### src/wsf_pkg.sv
// Shared constants for the waypoint step follower.
package wsf_pkg;

  localparam int unsigned MaxWaypoints = 32;
  localparam int unsigned CoordWidth   = 16;
  localparam int unsigned CountWidth   = 6;
  localparam int unsigned DistWidth    = 15;
  localparam int unsigned SlotWidth    = 5;
  localparam int unsigned QuatWidth    = 16;
  localparam int unsigned CfgIdxWidth  = 2;
  localparam int unsigned CfgDataWidth = 15;

  localparam logic [CfgIdxWidth-1:0] CfgWaypointCount   = 2'd0;
  localparam logic [CfgIdxWidth-1:0] CfgArriveThreshold = 2'd1;
  localparam logic [CfgIdxWidth-1:0] CfgStepLength      = 2'd2;

  localparam logic [DistWidth-1:0] ArriveThresholdReset = 15'd64;
  localparam logic [DistWidth-1:0] StepLengthReset      = 15'd26;

  localparam logic ReqLoad = 1'b0;
  localparam logic ReqTick = 1'b1;

endpackage

### src/wsf_req_if.sv
// Input item channel, output step channel and configuration write channel.
interface wsf_req_if #(
  parameter int unsigned CoordW = 16
);
  logic                     valid;
  logic                     ready;
  logic                     req_type;
  logic [4:0]               entry_index;
  logic signed [CoordW-1:0] pos_x;
  logic signed [CoordW-1:0] pos_y;
  logic signed [15:0]       quat_x;
  logic signed [15:0]       quat_y;
  logic signed [15:0]       quat_z;
  logic signed [15:0]       quat_w;

  modport source (output valid, req_type, entry_index, pos_x, pos_y,
                  quat_x, quat_y, quat_z, quat_w, input ready);
  modport sink   (input valid, req_type, entry_index, pos_x, pos_y,
                  quat_x, quat_y, quat_z, quat_w, output ready);
endinterface

interface wsf_rsp_if #(
  parameter int unsigned CoordW = 16
);
  logic                     valid;
  logic                     ready;
  logic signed [CoordW-1:0] step_x;
  logic signed [CoordW-1:0] step_y;
  logic signed [15:0]       out_quat_x;
  logic signed [15:0]       out_quat_y;
  logic signed [15:0]       out_quat_z;
  logic signed [15:0]       out_quat_w;
  logic signed [CoordW-1:0] target_x;
  logic signed [CoordW-1:0] target_y;
  logic [4:0]               target_slot;

  modport source (output valid, step_x, step_y, out_quat_x, out_quat_y, out_quat_z,
                  out_quat_w, target_x, target_y, target_slot, input ready);
  modport sink   (input valid, step_x, step_y, out_quat_x, out_quat_y, out_quat_z,
                  out_quat_w, target_x, target_y, target_slot, output ready);
endinterface

interface wsf_cfg_if;
  logic        valid;
  logic        ready;
  logic [1:0]  index;
  logic [14:0] data;

  modport source (output valid, index, data, input ready);
  modport sink   (input valid, index, data, output ready);
endinterface

### src/wsf_ram.sv
// Generic single-port RAM with registered read.
module wsf_ram #(
  parameter int unsigned Width = 32,
  parameter int unsigned Depth = 32
) (
  input  logic                     clk_i,
  input  logic                     we_i,
  input  logic [$clog2(Depth)-1:0] addr_i,
  input  logic [Width-1:0]         wdata_i,
  output logic [Width-1:0]         rdata_o
);
  logic [Width-1:0] mem_q [Depth];

  always_ff @(posedge clk_i) begin
    if (we_i) begin
      mem_q[addr_i] <= wdata_i;
    end
    rdata_o <= mem_q[addr_i];
  end
endmodule

### src/wsf_sqrt.sv
// Iterative integer square root, one result bit per cycle.
module wsf_sqrt #(
  parameter int unsigned InWidth = 34
) (
  input  logic                      clk_i,
  input  logic                      rst_ni,
  input  logic                      start_i,
  input  logic [InWidth-1:0]        rad_i,
  output logic                      done_o,
  output logic [InWidth/2:0]        root_o
);
  localparam int unsigned RootW = InWidth / 2 + 1;
  localparam int unsigned RadW  = 2 * RootW;
  localparam int unsigned CntW  = $clog2(RootW + 1);

  logic [RadW-1:0]  rad_q, rad_d;
  logic [RootW+1:0] rem_q, rem_d;
  logic [RootW-1:0] root_q, root_d;
  logic [CntW-1:0]  cnt_q, cnt_d;
  logic             busy_q, busy_d;
  logic [RootW+1:0] trial;

  always_comb begin
    rad_d  = rad_q;
    rem_d  = rem_q;
    root_d = root_q;
    cnt_d  = cnt_q;
    busy_d = busy_q;
    trial  = '0;
    if (start_i) begin
      rad_d  = RadW'(rad_i);
      rem_d  = '0;
      root_d = '0;
      cnt_d  = CntW'(RootW);
      busy_d = 1'b1;
    end else if (busy_q) begin
      // bring down two bits, try root*4+1
      rem_d = {rem_q[RootW-1:0], rad_q[RadW-1 -: 2]};
      rad_d = {rad_q[RadW-3:0], 2'b00};
      trial = {root_q, 2'b01};
      if (rem_d >= trial) begin
        rem_d  = rem_d - trial;
        root_d = {root_q[RootW-2:0], 1'b1};
      end else begin
        root_d = {root_q[RootW-2:0], 1'b0};
      end
      cnt_d = cnt_q - 1'b1;
      if (cnt_q == CntW'(1)) begin
        busy_d = 1'b0;
      end
    end
  end

  always_ff @(posedge clk_i or negedge rst_ni) begin
    if (!rst_ni) begin
      busy_q <= 1'b0;
      cnt_q  <= '0;
    end else begin
      busy_q <= busy_d;
      cnt_q  <= cnt_d;
    end
  end

  always_ff @(posedge clk_i) begin
    rad_q  <= rad_d;
    rem_q  <= rem_d;
    root_q <= root_d;
  end

  assign done_o = busy_q && (cnt_q == CntW'(1));
  assign root_o = root_d;
endmodule

### src/wsf_div.sv
// Iterative unsigned restoring divider, one quotient bit per cycle.
module wsf_div #(
  parameter int unsigned NumWidth = 52,
  parameter int unsigned DenWidth = 18
) (
  input  logic                clk_i,
  input  logic                rst_ni,
  input  logic                start_i,
  input  logic [NumWidth-1:0] num_i,
  input  logic [DenWidth-1:0] den_i,
  output logic                done_o,
  output logic [NumWidth-1:0] quot_o
);
  localparam int unsigned CntW = $clog2(NumWidth + 1);

  logic [NumWidth-1:0] quot_q, quot_d;
  logic [DenWidth:0]   rem_q, rem_d;
  logic [DenWidth-1:0] den_q, den_d;
  logic [CntW-1:0]     cnt_q, cnt_d;
  logic                busy_q, busy_d;
  logic [DenWidth:0]   shifted;

  always_comb begin
    quot_d  = quot_q;
    rem_d   = rem_q;
    den_d   = den_q;
    cnt_d   = cnt_q;
    busy_d  = busy_q;
    shifted = '0;
    if (start_i) begin
      quot_d = num_i;
      rem_d  = '0;
      den_d  = den_i;
      cnt_d  = CntW'(NumWidth);
      busy_d = 1'b1;
    end else if (busy_q) begin
      shifted = {rem_q[DenWidth-1:0], quot_q[NumWidth-1]};
      if (shifted >= {1'b0, den_q}) begin
        rem_d  = shifted - {1'b0, den_q};
        quot_d = {quot_q[NumWidth-2:0], 1'b1};
      end else begin
        rem_d  = shifted;
        quot_d = {quot_q[NumWidth-2:0], 1'b0};
      end
      cnt_d = cnt_q - 1'b1;
      if (cnt_q == CntW'(1)) begin
        busy_d = 1'b0;
      end
    end
  end

  always_ff @(posedge clk_i or negedge rst_ni) begin
    if (!rst_ni) begin
      busy_q <= 1'b0;
      cnt_q  <= '0;
    end else begin
      busy_q <= busy_d;
      cnt_q  <= cnt_d;
    end
  end

  always_ff @(posedge clk_i) begin
    quot_q <= quot_d;
    rem_q  <= rem_d;
    den_q  <= den_d;
  end

  assign done_o = busy_q && (cnt_q == CntW'(1));
  assign quot_o = quot_d;
endmodule

### src/waypoint_step_follower.sv
// Waypoint step follower: waypoint table in RAM, sequential distance and step.
// A tick that stands still or lands on the target skips the arithmetic; else the
// bit-serial root and then the two divides run. One item at a time; the output
// register lets the next item enter while a result waits. Reset clears the slot,
// the configuration registers and the output valid, not the table.
module waypoint_step_follower #(
  parameter int unsigned MAX_WAYPOINTS = wsf_pkg::MaxWaypoints,
  parameter int unsigned COORD_WIDTH   = wsf_pkg::CoordWidth
) (
  input  logic   clk_i,
  input  logic   rst_ni,
  wsf_req_if.sink   req,
  wsf_rsp_if.source rsp,
  wsf_cfg_if.sink   cfg
);
  import wsf_pkg::*;

  localparam int unsigned AddrW = $clog2(MAX_WAYPOINTS);
  localparam int unsigned CW    = COORD_WIDTH;
  localparam int unsigned DW    = CW + 1;          // difference width
  localparam int unsigned SqW   = 2 * DW + 1;      // sum of squares
  localparam int unsigned RootW = SqW / 2 + 1;
  localparam int unsigned NumW  = DW + DistWidth + 2;
  localparam int unsigned CntLim = (MAX_WAYPOINTS > 63) ? 63 : MAX_WAYPOINTS;

  typedef enum logic [9:0] {
    StIdle  = 10'b0000000001,
    StRead  = 10'b0000000010,
    StDist1 = 10'b0000000100,
    StRead2 = 10'b0000001000,
    StDist2 = 10'b0000010000,
    StSqrt  = 10'b0000100000,
    StDivX  = 10'b0001000000,
    StDivY  = 10'b0010000000,
    StOut   = 10'b0100000000,
    StPad   = 10'b1000000000
  } state_e;

  state_e state_q, state_d;

  logic [CountWidth-1:0] count_q;
  logic [DistWidth-1:0]  thr_q, step_q;
  logic [AddrW-1:0]      slot_q, slot_d;
  logic                  slot_hi_q, slot_hi_d;   // slot counter past AddrW bits
  logic signed [CW-1:0]  cx_q, cy_q;
  logic [15:0]           qx_q, qy_q, qz_q, qw_q;
  logic signed [DW-1:0]  dx_q, dy_q;
  logic [NumW-1:0]       offx_q;
  logic [RootW-1:0]      dist_q;
  logic                  ovalid_q;
  logic signed [CW-1:0]  osx_q, osy_q;

  logic                  ram_we;
  logic [AddrW-1:0]      ram_addr;
  logic [2*CW-1:0]       ram_wdata, ram_rdata;
  logic signed [CW-1:0]  tx, ty;

  wsf_ram #(.Width(2 * CW), .Depth(MAX_WAYPOINTS)) u_table (
    .clk_i, .we_i(ram_we), .addr_i(ram_addr), .wdata_i(ram_wdata), .rdata_o(ram_rdata)
  );

  assign tx = ram_rdata[2*CW-1:CW];
  assign ty = ram_rdata[CW-1:0];

  // effective count and full-width current slot
  logic [CountWidth:0] count_eff;
  assign count_eff = (CountWidth+1)'((count_q > CountWidth'(CntLim)) ? CountWidth'(CntLim)
                                                                        : count_q);
  logic [CountWidth:0] slot_full;
  assign slot_full = slot_hi_q ? (CountWidth+1)'(MAX_WAYPOINTS)
                               : (CountWidth+1)'(slot_q);

  assign cfg.ready = 1'b1;
  assign req.ready = (state_q == StIdle);

  logic acc;
  assign acc = req.valid && req.ready;

  // squares
  logic [SqW-1:0] sq_x, sq_y, d2_new;
  logic [DW-1:0]  adx, ady;
  assign adx    = dx_q[DW-1] ? DW'(-dx_q) : DW'(dx_q);
  assign ady    = dy_q[DW-1] ? DW'(-dy_q) : DW'(dy_q);
  assign sq_x   = SqW'(adx) * SqW'(adx);
  assign sq_y   = SqW'(ady) * SqW'(ady);
  assign d2_new = sq_x + sq_y;

  logic [SqW-1:0] thr_sq, step_sq;
  assign thr_sq  = SqW'(thr_q) * SqW'(thr_q);
  assign step_sq = SqW'(step_q) * SqW'(step_q);

  // sqrt and divide units
  logic             sq_start, sq_done;
  logic [RootW-1:0] root;
  wsf_sqrt #(.InWidth(2 * RootW - 2)) u_sqrt (
    .clk_i, .rst_ni, .start_i(sq_start), .rad_i((2*RootW-2)'(d2_new)),
    .done_o(sq_done), .root_o(root)
  );

  logic            dv_start, dv_done, dv_sel_y;
  logic [NumW-1:0] dv_num, quot;
  logic [DW-1:0]   dmag;
  assign dmag   = dv_sel_y ? ady : adx;
  // (|d|*step*2 + dist) / (dist*2)
  assign dv_num = NumW'(NumW'(dmag) * NumW'(step_q) * NumW'(2)) + NumW'(dist_q);
  wsf_div #(.NumWidth(NumW), .DenWidth(RootW + 1)) u_div (
    .clk_i, .rst_ni, .start_i(dv_start), .num_i(dv_num), .den_i({dist_q, 1'b0}),
    .done_o(dv_done), .quot_o(quot)
  );

  // saturated step coordinate from current point and offset
  function automatic logic signed [CW-1:0] sat_add(logic signed [CW-1:0] c,
                                                 logic neg, logic [NumW-1:0] mag);
    logic signed [NumW+1:0] s;
    logic signed [NumW+1:0] hi, lo;
    hi = (NumW+2)'((1 << (CW - 1)) - 1);
    lo = -hi - 1;
    s  = (NumW+2)'(c) + (neg ? -$signed({2'b00, mag}) : $signed({2'b00, mag}));
    if (s > hi) begin
      return hi[CW-1:0];
    end else if (s < lo) begin
      return lo[CW-1:0];
    end
    return s[CW-1:0];
  endfunction

  logic pass;
  logic signed [CW-1:0] osx_d, osy_d;
  logic                 out_load;

  // divider handshake: a start is issued once per division
  logic u_div_busy, div_started_q;
  assign u_div_busy = div_started_q;

  always_comb begin
    state_d   = state_q;
    slot_d    = slot_q;
    slot_hi_d = slot_hi_q;
    ram_we    = 1'b0;
    ram_addr  = slot_q;
    ram_wdata = {req.pos_x, req.pos_y};
    sq_start  = 1'b0;
    dv_start  = 1'b0;
    dv_sel_y  = (state_q == StDivY);
    osx_d     = osx_q;
    osy_d     = osy_q;
    out_load  = 1'b0;
    pass      = 1'b0;
    unique case (state_q)
      StIdle: begin
        if (acc) begin
          if (req.req_type == ReqLoad) begin
            ram_addr = AddrW'(req.entry_index);
            ram_we   = (32'(req.entry_index) < MAX_WAYPOINTS);
          end else if (count_eff != '0 && slot_full < count_eff) begin
            state_d = StRead;
          end
        end
      end
      StRead:  state_d = StDist1;
      StDist1: begin
        // distance squared is combinational from the registered diffs, used in StRead2
        state_d = StRead2;
      end
      StRead2: begin
        if (d2_new < thr_sq && slot_full < count_eff - 1'b1) begin
          {slot_hi_d, slot_d} = (AddrW+1)'({slot_hi_q, slot_q}) + 1'b1;
          ram_addr = AddrW'(slot_q + 1'b1);
        end
        state_d = StDist2;
      end
      StDist2: state_d = StPad;
      StPad: begin
        if (d2_new == '0) begin
          osx_d = cx_q; osy_d = cy_q; pass = 1'b1;
        end else if (step_sq >= d2_new) begin
          osx_d = tx; osy_d = ty; pass = 1'b1;
        end else begin
          sq_start = 1'b1;
          state_d  = StSqrt;
        end
        if (pass) state_d = StOut;
      end
      StSqrt: begin
        if (sq_done) state_d = StDivX;
      end
      StDivX: begin
        if (!u_div_busy) dv_start = 1'b1;
        if (dv_done) state_d = StDivY;
      end
      StDivY: begin
        if (!u_div_busy) dv_start = 1'b1;
        if (dv_done) begin
          osx_d   = sat_add(cx_q, dx_q[DW-1], offx_q);
          osy_d   = sat_add(cy_q, dy_q[DW-1], quot);
          state_d = StOut;
        end
      end
      StOut: begin
        if (!ovalid_q || rsp.ready) begin
          out_load = 1'b1;
          state_d  = StIdle;
        end
      end
      default: state_d = StIdle;
    endcase
  end

  always_ff @(posedge clk_i or negedge rst_ni) begin
    if (!rst_ni) begin
      state_q       <= StIdle;
      slot_q        <= '0;
      slot_hi_q     <= 1'b0;
      count_q       <= '0;
      thr_q         <= ArriveThresholdReset;
      step_q        <= StepLengthReset;
      ovalid_q      <= 1'b0;
      div_started_q <= 1'b0;
    end else begin
      state_q   <= state_d;
      slot_q    <= slot_d;
      slot_hi_q <= slot_hi_d;
      if (dv_start) begin
        div_started_q <= 1'b1;
      end else if (dv_done) begin
        div_started_q <= 1'b0;
      end
      if (cfg.valid) begin
        unique case (cfg.index)
          CfgWaypointCount:   count_q <= cfg.data[CountWidth-1:0];
          CfgArriveThreshold: thr_q   <= cfg.data;
          CfgStepLength:      step_q  <= cfg.data;
          default: ;
        endcase
      end
      if (out_load) begin
        ovalid_q <= 1'b1;
      end else if (rsp.ready) begin
        ovalid_q <= 1'b0;
      end
    end
  end

  always_ff @(posedge clk_i) begin
    if (acc) begin
      cx_q <= req.pos_x;
      cy_q <= req.pos_y;
      qx_q <= req.quat_x;
      qy_q <= req.quat_y;
      qz_q <= req.quat_z;
      qw_q <= req.quat_w;
    end
    if (state_q == StRead || state_q == StDist2) begin
      dx_q <= DW'(tx) - DW'(cx_q);
      dy_q <= DW'(ty) - DW'(cy_q);
    end
    if (sq_done) dist_q <= root;
    if (state_q == StDivX && dv_done) offx_q <= quot;
    osx_q <= osx_d;
    osy_q <= osy_d;
    if (out_load) begin
      rsp.step_x      <= osx_q;
      rsp.step_y      <= osy_q;
      rsp.out_quat_x  <= qx_q;
      rsp.out_quat_y  <= qy_q;
      rsp.out_quat_z  <= qz_q;
      rsp.out_quat_w  <= qw_q;
      rsp.target_x    <= tx;
      rsp.target_y    <= ty;
      rsp.target_slot <= 5'(slot_q);
    end
  end

  assign rsp.valid = ovalid_q;
endmodule

### src/flat_wrapper.sv
// flat-port wrapper written by rule: the top's interface ports become plain ports
module waypoint_step_follower_flat import wsf_pkg::*;
#(
  parameter int unsigned MAX_WAYPOINTS = wsf_pkg::MaxWaypoints,
  parameter int unsigned COORD_WIDTH   = wsf_pkg::CoordWidth
)
  (clk_i, rst_ni, req_valid, req_req_type, req_entry_index, req_pos_x, req_pos_y, req_quat_x, req_quat_y, req_quat_z, req_quat_w, req_ready, rsp_valid, rsp_step_x, rsp_step_y, rsp_out_quat_x, rsp_out_quat_y, rsp_out_quat_z, rsp_out_quat_w, rsp_target_x, rsp_target_y, rsp_target_slot, rsp_ready, cfg_valid, cfg_index, cfg_data, cfg_ready);
  wsf_req_if #(.CoordW(CoordWidth)) req_i ();
  wsf_rsp_if #(.CoordW(CoordWidth)) rsp_i ();
  wsf_cfg_if cfg_i ();
  input  logic clk_i;
  input  logic rst_ni;
  input wire logic [$bits(req_i.valid)-1:0] req_valid;
  input wire logic [$bits(req_i.req_type)-1:0] req_req_type;
  input wire logic [$bits(req_i.entry_index)-1:0] req_entry_index;
  input wire logic [$bits(req_i.pos_x)-1:0] req_pos_x;
  input wire logic [$bits(req_i.pos_y)-1:0] req_pos_y;
  input wire logic [$bits(req_i.quat_x)-1:0] req_quat_x;
  input wire logic [$bits(req_i.quat_y)-1:0] req_quat_y;
  input wire logic [$bits(req_i.quat_z)-1:0] req_quat_z;
  input wire logic [$bits(req_i.quat_w)-1:0] req_quat_w;
  output wire logic [$bits(req_i.ready)-1:0] req_ready;
  output wire logic [$bits(rsp_i.valid)-1:0] rsp_valid;
  output wire logic [$bits(rsp_i.step_x)-1:0] rsp_step_x;
  output wire logic [$bits(rsp_i.step_y)-1:0] rsp_step_y;
  output wire logic [$bits(rsp_i.out_quat_x)-1:0] rsp_out_quat_x;
  output wire logic [$bits(rsp_i.out_quat_y)-1:0] rsp_out_quat_y;
  output wire logic [$bits(rsp_i.out_quat_z)-1:0] rsp_out_quat_z;
  output wire logic [$bits(rsp_i.out_quat_w)-1:0] rsp_out_quat_w;
  output wire logic [$bits(rsp_i.target_x)-1:0] rsp_target_x;
  output wire logic [$bits(rsp_i.target_y)-1:0] rsp_target_y;
  output wire logic [$bits(rsp_i.target_slot)-1:0] rsp_target_slot;
  input wire logic [$bits(rsp_i.ready)-1:0] rsp_ready;
  input wire logic [$bits(cfg_i.valid)-1:0] cfg_valid;
  input wire logic [$bits(cfg_i.index)-1:0] cfg_index;
  input wire logic [$bits(cfg_i.data)-1:0] cfg_data;
  output wire logic [$bits(cfg_i.ready)-1:0] cfg_ready;
  assign req_i.valid = req_valid;
  assign req_i.req_type = req_req_type;
  assign req_i.entry_index = req_entry_index;
  assign req_i.pos_x = req_pos_x;
  assign req_i.pos_y = req_pos_y;
  assign req_i.quat_x = req_quat_x;
  assign req_i.quat_y = req_quat_y;
  assign req_i.quat_z = req_quat_z;
  assign req_i.quat_w = req_quat_w;
  assign req_ready = req_i.ready;
  assign rsp_valid = rsp_i.valid;
  assign rsp_step_x = rsp_i.step_x;
  assign rsp_step_y = rsp_i.step_y;
  assign rsp_out_quat_x = rsp_i.out_quat_x;
  assign rsp_out_quat_y = rsp_i.out_quat_y;
  assign rsp_out_quat_z = rsp_i.out_quat_z;
  assign rsp_out_quat_w = rsp_i.out_quat_w;
  assign rsp_target_x = rsp_i.target_x;
  assign rsp_target_y = rsp_i.target_y;
  assign rsp_target_slot = rsp_i.target_slot;
  assign rsp_i.ready = rsp_ready;
  assign cfg_i.valid = cfg_valid;
  assign cfg_i.index = cfg_index;
  assign cfg_i.data = cfg_data;
  assign cfg_ready = cfg_i.ready;
  waypoint_step_follower #(.MAX_WAYPOINTS(MAX_WAYPOINTS), .COORD_WIDTH(COORD_WIDTH)) u_core (.clk_i(clk_i), .rst_ni(rst_ni), .req(req_i), .rsp(rsp_i), .cfg(cfg_i));
endmodule
### config.mk
export PLATFORM = sky130hd
export DESIGN_NAME = waypoint_step_follower_flat
export DESIGN_NICKNAME = d
export VERILOG_FILES = /design/src/wsf_pkg.sv /design/src/wsf_req_if.sv /design/src/wsf_ram.sv /design/src/wsf_sqrt.sv /design/src/wsf_div.sv /design/src/waypoint_step_follower.sv /design/src/flat_wrapper.sv
export SDC_FILE = /design/constraint.sdc
export NUM_CORES = 2
export LEC_CHECK = 0
export BUFFER_PORTS_ARGS = -buffer_cell sky130_fd_sc_hd__buf_2
export CAP_MARGIN = 25
export CORE_ASPECT_RATIO = 1.2
export CORE_MARGIN = 5
export CORE_UTILIZATION = 60
export CTS_CLUSTER_DIAMETER = 60
export CTS_CLUSTER_SIZE = 25
export DETAILED_ROUTE_END_ITERATION = 8
export PLACE_DENSITY_LB_ADDON = 0.05
export RECOVER_POWER = 25
export SYNTH_ARGS = -nofsm -noshare
export SYNTH_HDL_FRONTEND = slang
export SYNTH_SLANG_ARGS = --single-unit
### constraint.sdc
create_clock -name clk_i -period 48.7 [get_ports clk_i]
set_input_delay 9.74 -clock clk_i [delete_from_list [all_inputs] [get_ports clk_i]]
set_output_delay 9.74 -clock clk_i [all_outputs]
set_load 0.02 [all_outputs]
==> summary.txt <==
Outcome -> complete, but fails checks
Failing checks -> capacitance limit, slew limit
Min-Delay Path Depth -> 0
Required time worst endpoint -> 49350 ps
Yosys top cell area share -> 39.5%
Largest net degree at the start of global routing -> 177
Die Ht -> 475 um
Post-DRT Antenna Nets -> 0
Fin. Hold Viols -> 0
Endpoint type of the worst setup path -> flip-flop
Worst-path maximum fanout -> 125
Ranking of synthesized cells by area -> edfxtp_1 (40%), fa_1 (17%), ha_1 (8.1%), inv_1 (4.6%), nand2_1 (3.5%)
Reg2reg path depth -> 48
Most frequent CP cell -> fa_1
Setup tns final -> 0 ps
Number of synthesized flops with an enable pin -> 1423
Post-synthesis sequential area ratio -> 43.3%
Vias in the first global route -> 75200
Row cnt -> 170
CP Launch Type -> flip-flop
Period utilisation layout -> 33.4%
GPL Wtd Cong -> 0.950
Yosys reg bits -> 1613
Total grt overflow -> 0
IO Pins -> 260
Unrepaired setup endpoints after global routing -> no
Post-route DRC -> 0
Area Overhead vs Synth -> 8.03%
Die Width -> 398 um
Synth area leader -> edfxtp_1
Clock-pin slew on the worst setup and hold paths -> 90 ps
Fmax -> 0.0615 GHz
Hold buffers post-CTS -> 0
Clk sinks -> 1613
Register-to-register setup slack -> 32430 ps
CP arrival -> 16910 ps
DPL Wire Length -> 217000 um
Clock tree from TritonCTS -> yes
Max-slew headroom -> -68.7%
Global-route wire length before repair -> 458000 um
Vias per cell -> 5.99
Hold path endpoint -> u_core.rsp.step_x[5]$_DFFE_PP_
Clk_lat worst skew -> 790 ps
Mapped Avg Cell Area -> 11.3 um^2
DRT Pass-1 Iters -> 5
Total track usage -> 32.2%
Routed WL -> 303000 um
Reg2reg start -> u_core.dy_q[0]$_DFFE_PP_
Crit-path slowest cell -> buf_4
Yosys warns -> 0
Die area -> 189000 um^2
Hold Path Class -> flip-flop to flip-flop
H-tree depth -> 3
Port-buffer cells -> 258
Initial Util -> 60.4%
Core area -> 179000 um^2
Ys flop type -> edfxtp_1
Clk_skew -> 65.7 ps
Final slew viol count -> 214
Max cap viols -> 6
Post-synth cell types -> 113
Antenna violations before repair -> 31
Setup CP Type -> flip-flop to flip-flop
Synth Instances -> 9558
Synth Cell Area -> 108000 um^2
Max Buffers Root-to-Sink -> 3
Worst hold path startpoint -> u_core.osx_q[5]$_DFFE_PP_
Wire length per cell -> 24.7 um
Nets -> 11500
Post-cts resize count -> 0
Least-Margin Pin Slew -> 2530 ps
Setup bufs post-CTS -> 0
DR iter-0 viols -> 6402
CTS root buf -> clkbuf_16
Share of cells above drive strength 1 -> 7.90%
CTS Buf Count -> 109
CP max stage delay -> 890 ps
Final setup fails -> 0
Critical R2R Capture -> u_core.u_table.rdata_o[5]$_DFF_P_
Final min period -> 16270 ps
Via count -> 73600
Asr flop ratio synth -> 4.15%
Layout fillers -> 14200
-- critical path: cells and delay by family (launching register included) --
family,cells,cell delay (ps)
and+or+nand+nor,11,3900
buffers and inverters,9,2900
adders and majority gates,11,4840
AOI/OAI and AO/OA,14,2420
xor gates and xnor gates,2,1070
DFF,1,510
muxes,1,280
-- synthesized netlist by cell type (10+ instances only) --
| library cell | number |
|---|---|
| o41ai_1 | 11 |
| o21ai_0 | 186 |
| clkinv_1 | 10 |
| nor2b_1 | 53 |
| dfxtp_1 | 123 |
| nor4_1 | 122 |
| o31ai_1 | 30 |
| or4_1 | 24 |
| a211oi_1 | 57 |
| xor2_1 | 108 |
| mux2_2 | 83 |
| nand4_1 | 42 |
| o21bai_1 | 26 |
| and2_1 | 304 |
| and3_1 | 28 |
| o21ai_1 | 33 |
| a21boi_0 | 39 |
| nand2_1 | 1011 |
| edfxtp_1 | 1423 |
| o22ai_1 | 142 |
| nor2_1 | 531 |
| a41oi_1 | 11 |
| buf_1 | 15 |
| buf_2 | 28 |
| xnor2_1 | 231 |
| o21a_1 | 37 |
| a211o_1 | 27 |
| o31a_1 | 18 |
| o211ai_1 | 28 |
| a21oi_1 | 514 |
| or3_1 | 42 |
| nand3_1 | 103 |
| a31oi_1 | 23 |
| mux2i_1 | 336 |
| clkbuf_1 | 288 |
| a22oi_1 | 16 |
| or2_2 | 22 |
| fa_1 | 920 |
| inv_1 | 1323 |
| dfrtp_1 | 62 |
| ha_1 | 701 |
| a21o_1 | 90 |
| nand2b_1 | 56 |
| nor3_1 | 102 |
-- worst max path at each step --
stage | depth (start not counted) | to | startpoint
6_report | 48 | u_core.u_table.rdata_o[5]$_DFF_P_ | u_core.dy_q[0]$_DFFE_PP_
5_1_grt | 48 | u_core.u_table.rdata_o[5]$_DFF_P_ | u_core.dy_q[0]$_DFFE_PP_
4_1_cts | 48 | u_core.u_table.rdata_o[5]$_DFF_P_ | u_core.dy_q[0]$_DFFE_PP_
3_5_place_dp | 48 | u_core.u_table.rdata_o[5]$_DFF_P_ | u_core.dy_q[0]$_DFFE_PP_
3_3_place_gp | 48 | u_core.u_table.rdata_o[7]$_DFF_P_ | u_core.dy_q[0]$_DFFE_PP_
2_1_floorplan | 2 | u_core.rsp.out_quat_w[0]$_DFFE_PP_ | rsp_ready
-- cells by family (layout without fill, tap and decap cells) --
group | after synthesis | count (layout) | share of synthesized area [%]
XOR/XNOR | 341 | 341 | 2.78
other | 2 | 37 | 0.00694
buffers and inverters | 1672 | 1964 | 5.86
multiplexers | 421 | 421 | 4.00
flip-flops | 1613 | 1613 | 43.3
AO/OA/AOI/OAI | 1380 | 1380 | 7.98
adder cells (fa/ha/maj) | 1621 | 1621 | 25.1
AND/OR/NAND/NOR | 2508 | 2508 | 10.9
-- flip-flops by register name (all words and copies together) (netlist names), 17 cells and up --
name,count
u_core.dy_q,17
u_core.offx_q,34
u_core.u_div.quot_q,34
u_core.dx_q,17
u_core.u_table.rdata_o,32
u_core.u_div.rem_q,19
u_core.u_div.den_q,18
u_core.u_sqrt.rem_q,18
u_core.u_sqrt.root_q,18
u_core.u_sqrt.rad_q,36
u_core.u_table.mem_q,1024
u_core.dist_q,18
-- placed cells by master (no fill, tap or decap), types with 23 or more instances in the layout --
| master | count |
|---|---|
| edfxtp_1 | 1423 |
| clkbuf_16 | 109 |
| nand4_1 | 42 |
| or3_1 | 42 |
| dfxtp_1 | 123 |
| a21boi_0 | 39 |
| o211ai_1 | 28 |
| mux2i_1 | 336 |
| and2_1 | 299 |
| nand2_1 | 1011 |
| o22ai_1 | 141 |
| nor2b_1 | 52 |
| nor2_1 | 513 |
| o21a_1 | 37 |
| xnor2_1 | 229 |
| nor3_1 | 93 |
| inv_1 | 1323 |
| dfrtp_1 | 60 |
| xor2_1 | 107 |
| buf_4 | 148 |
| conb_1 | 26 |
| a211o_1 | 25 |
| nand2b_1 | 56 |
| a31oi_1 | 23 |
| buf_2 | 238 |
| clkbuf_1 | 44 |
| and3_1 | 28 |
| a21o_1 | 90 |
| o31ai_1 | 30 |
| a211oi_1 | 56 |
| a21oi_1 | 510 |
| nor4_1 | 117 |
| ha_1 | 701 |
| o21bai_1 | 26 |
| fa_1 | 920 |
| nand3_1 | 102 |
| o21ai_0 | 186 |
| mux2_2 | 83 |
| o21ai_1 | 33 |
-- area by class of cell --
| class | count | area (um^2) | share of cell area, % |
|---|---|---|---|
| diodes | 11 | 27.5 | 0.0236 |
| clock buffers | 127 | 2840 | 2.43 |
| clock inverters | 73 | 1110 | 0.953 |
| inverters | 1337 | 5020 | 4.30 |
| multi-input cells | 6297 | 55400 | 47.4 |
| flip-flops and latches | 1613 | 46900 | 40.1 |
| well taps | 2408 | 3010 | 2.58 |
| repair buffers | 427 | 2580 | 2.21 |
-- through the flow --
step           util [%]  worst slack, ps  cells  hold slack (ps)  area (um^2)
2_1_floorplan         -            31840   9582              400       108000
5_1_grt            65.2            31520  12300              417       117000
4_1_cts            65.2            32560  12300              417       117000
3_5_place_dp       63.0            32700  12100              405       113000
3_3_place_gp       63.0            33150  12100              400       113000
6_report           65.2            32430  12300              415       117000
-- layer usage --
layer	GRT usage, %	share of wire, %	up-vias
li1	-	-	33000
met1	40.3	38	37200
met2	56.3	51	2747
met3	5.19	7.3	631
met4	12.5	4.4	20
met5	0	0.046	-
Power is not shown: default switching activity piles up to over one toggle a cycle in this logic, so the estimate is an artifact.
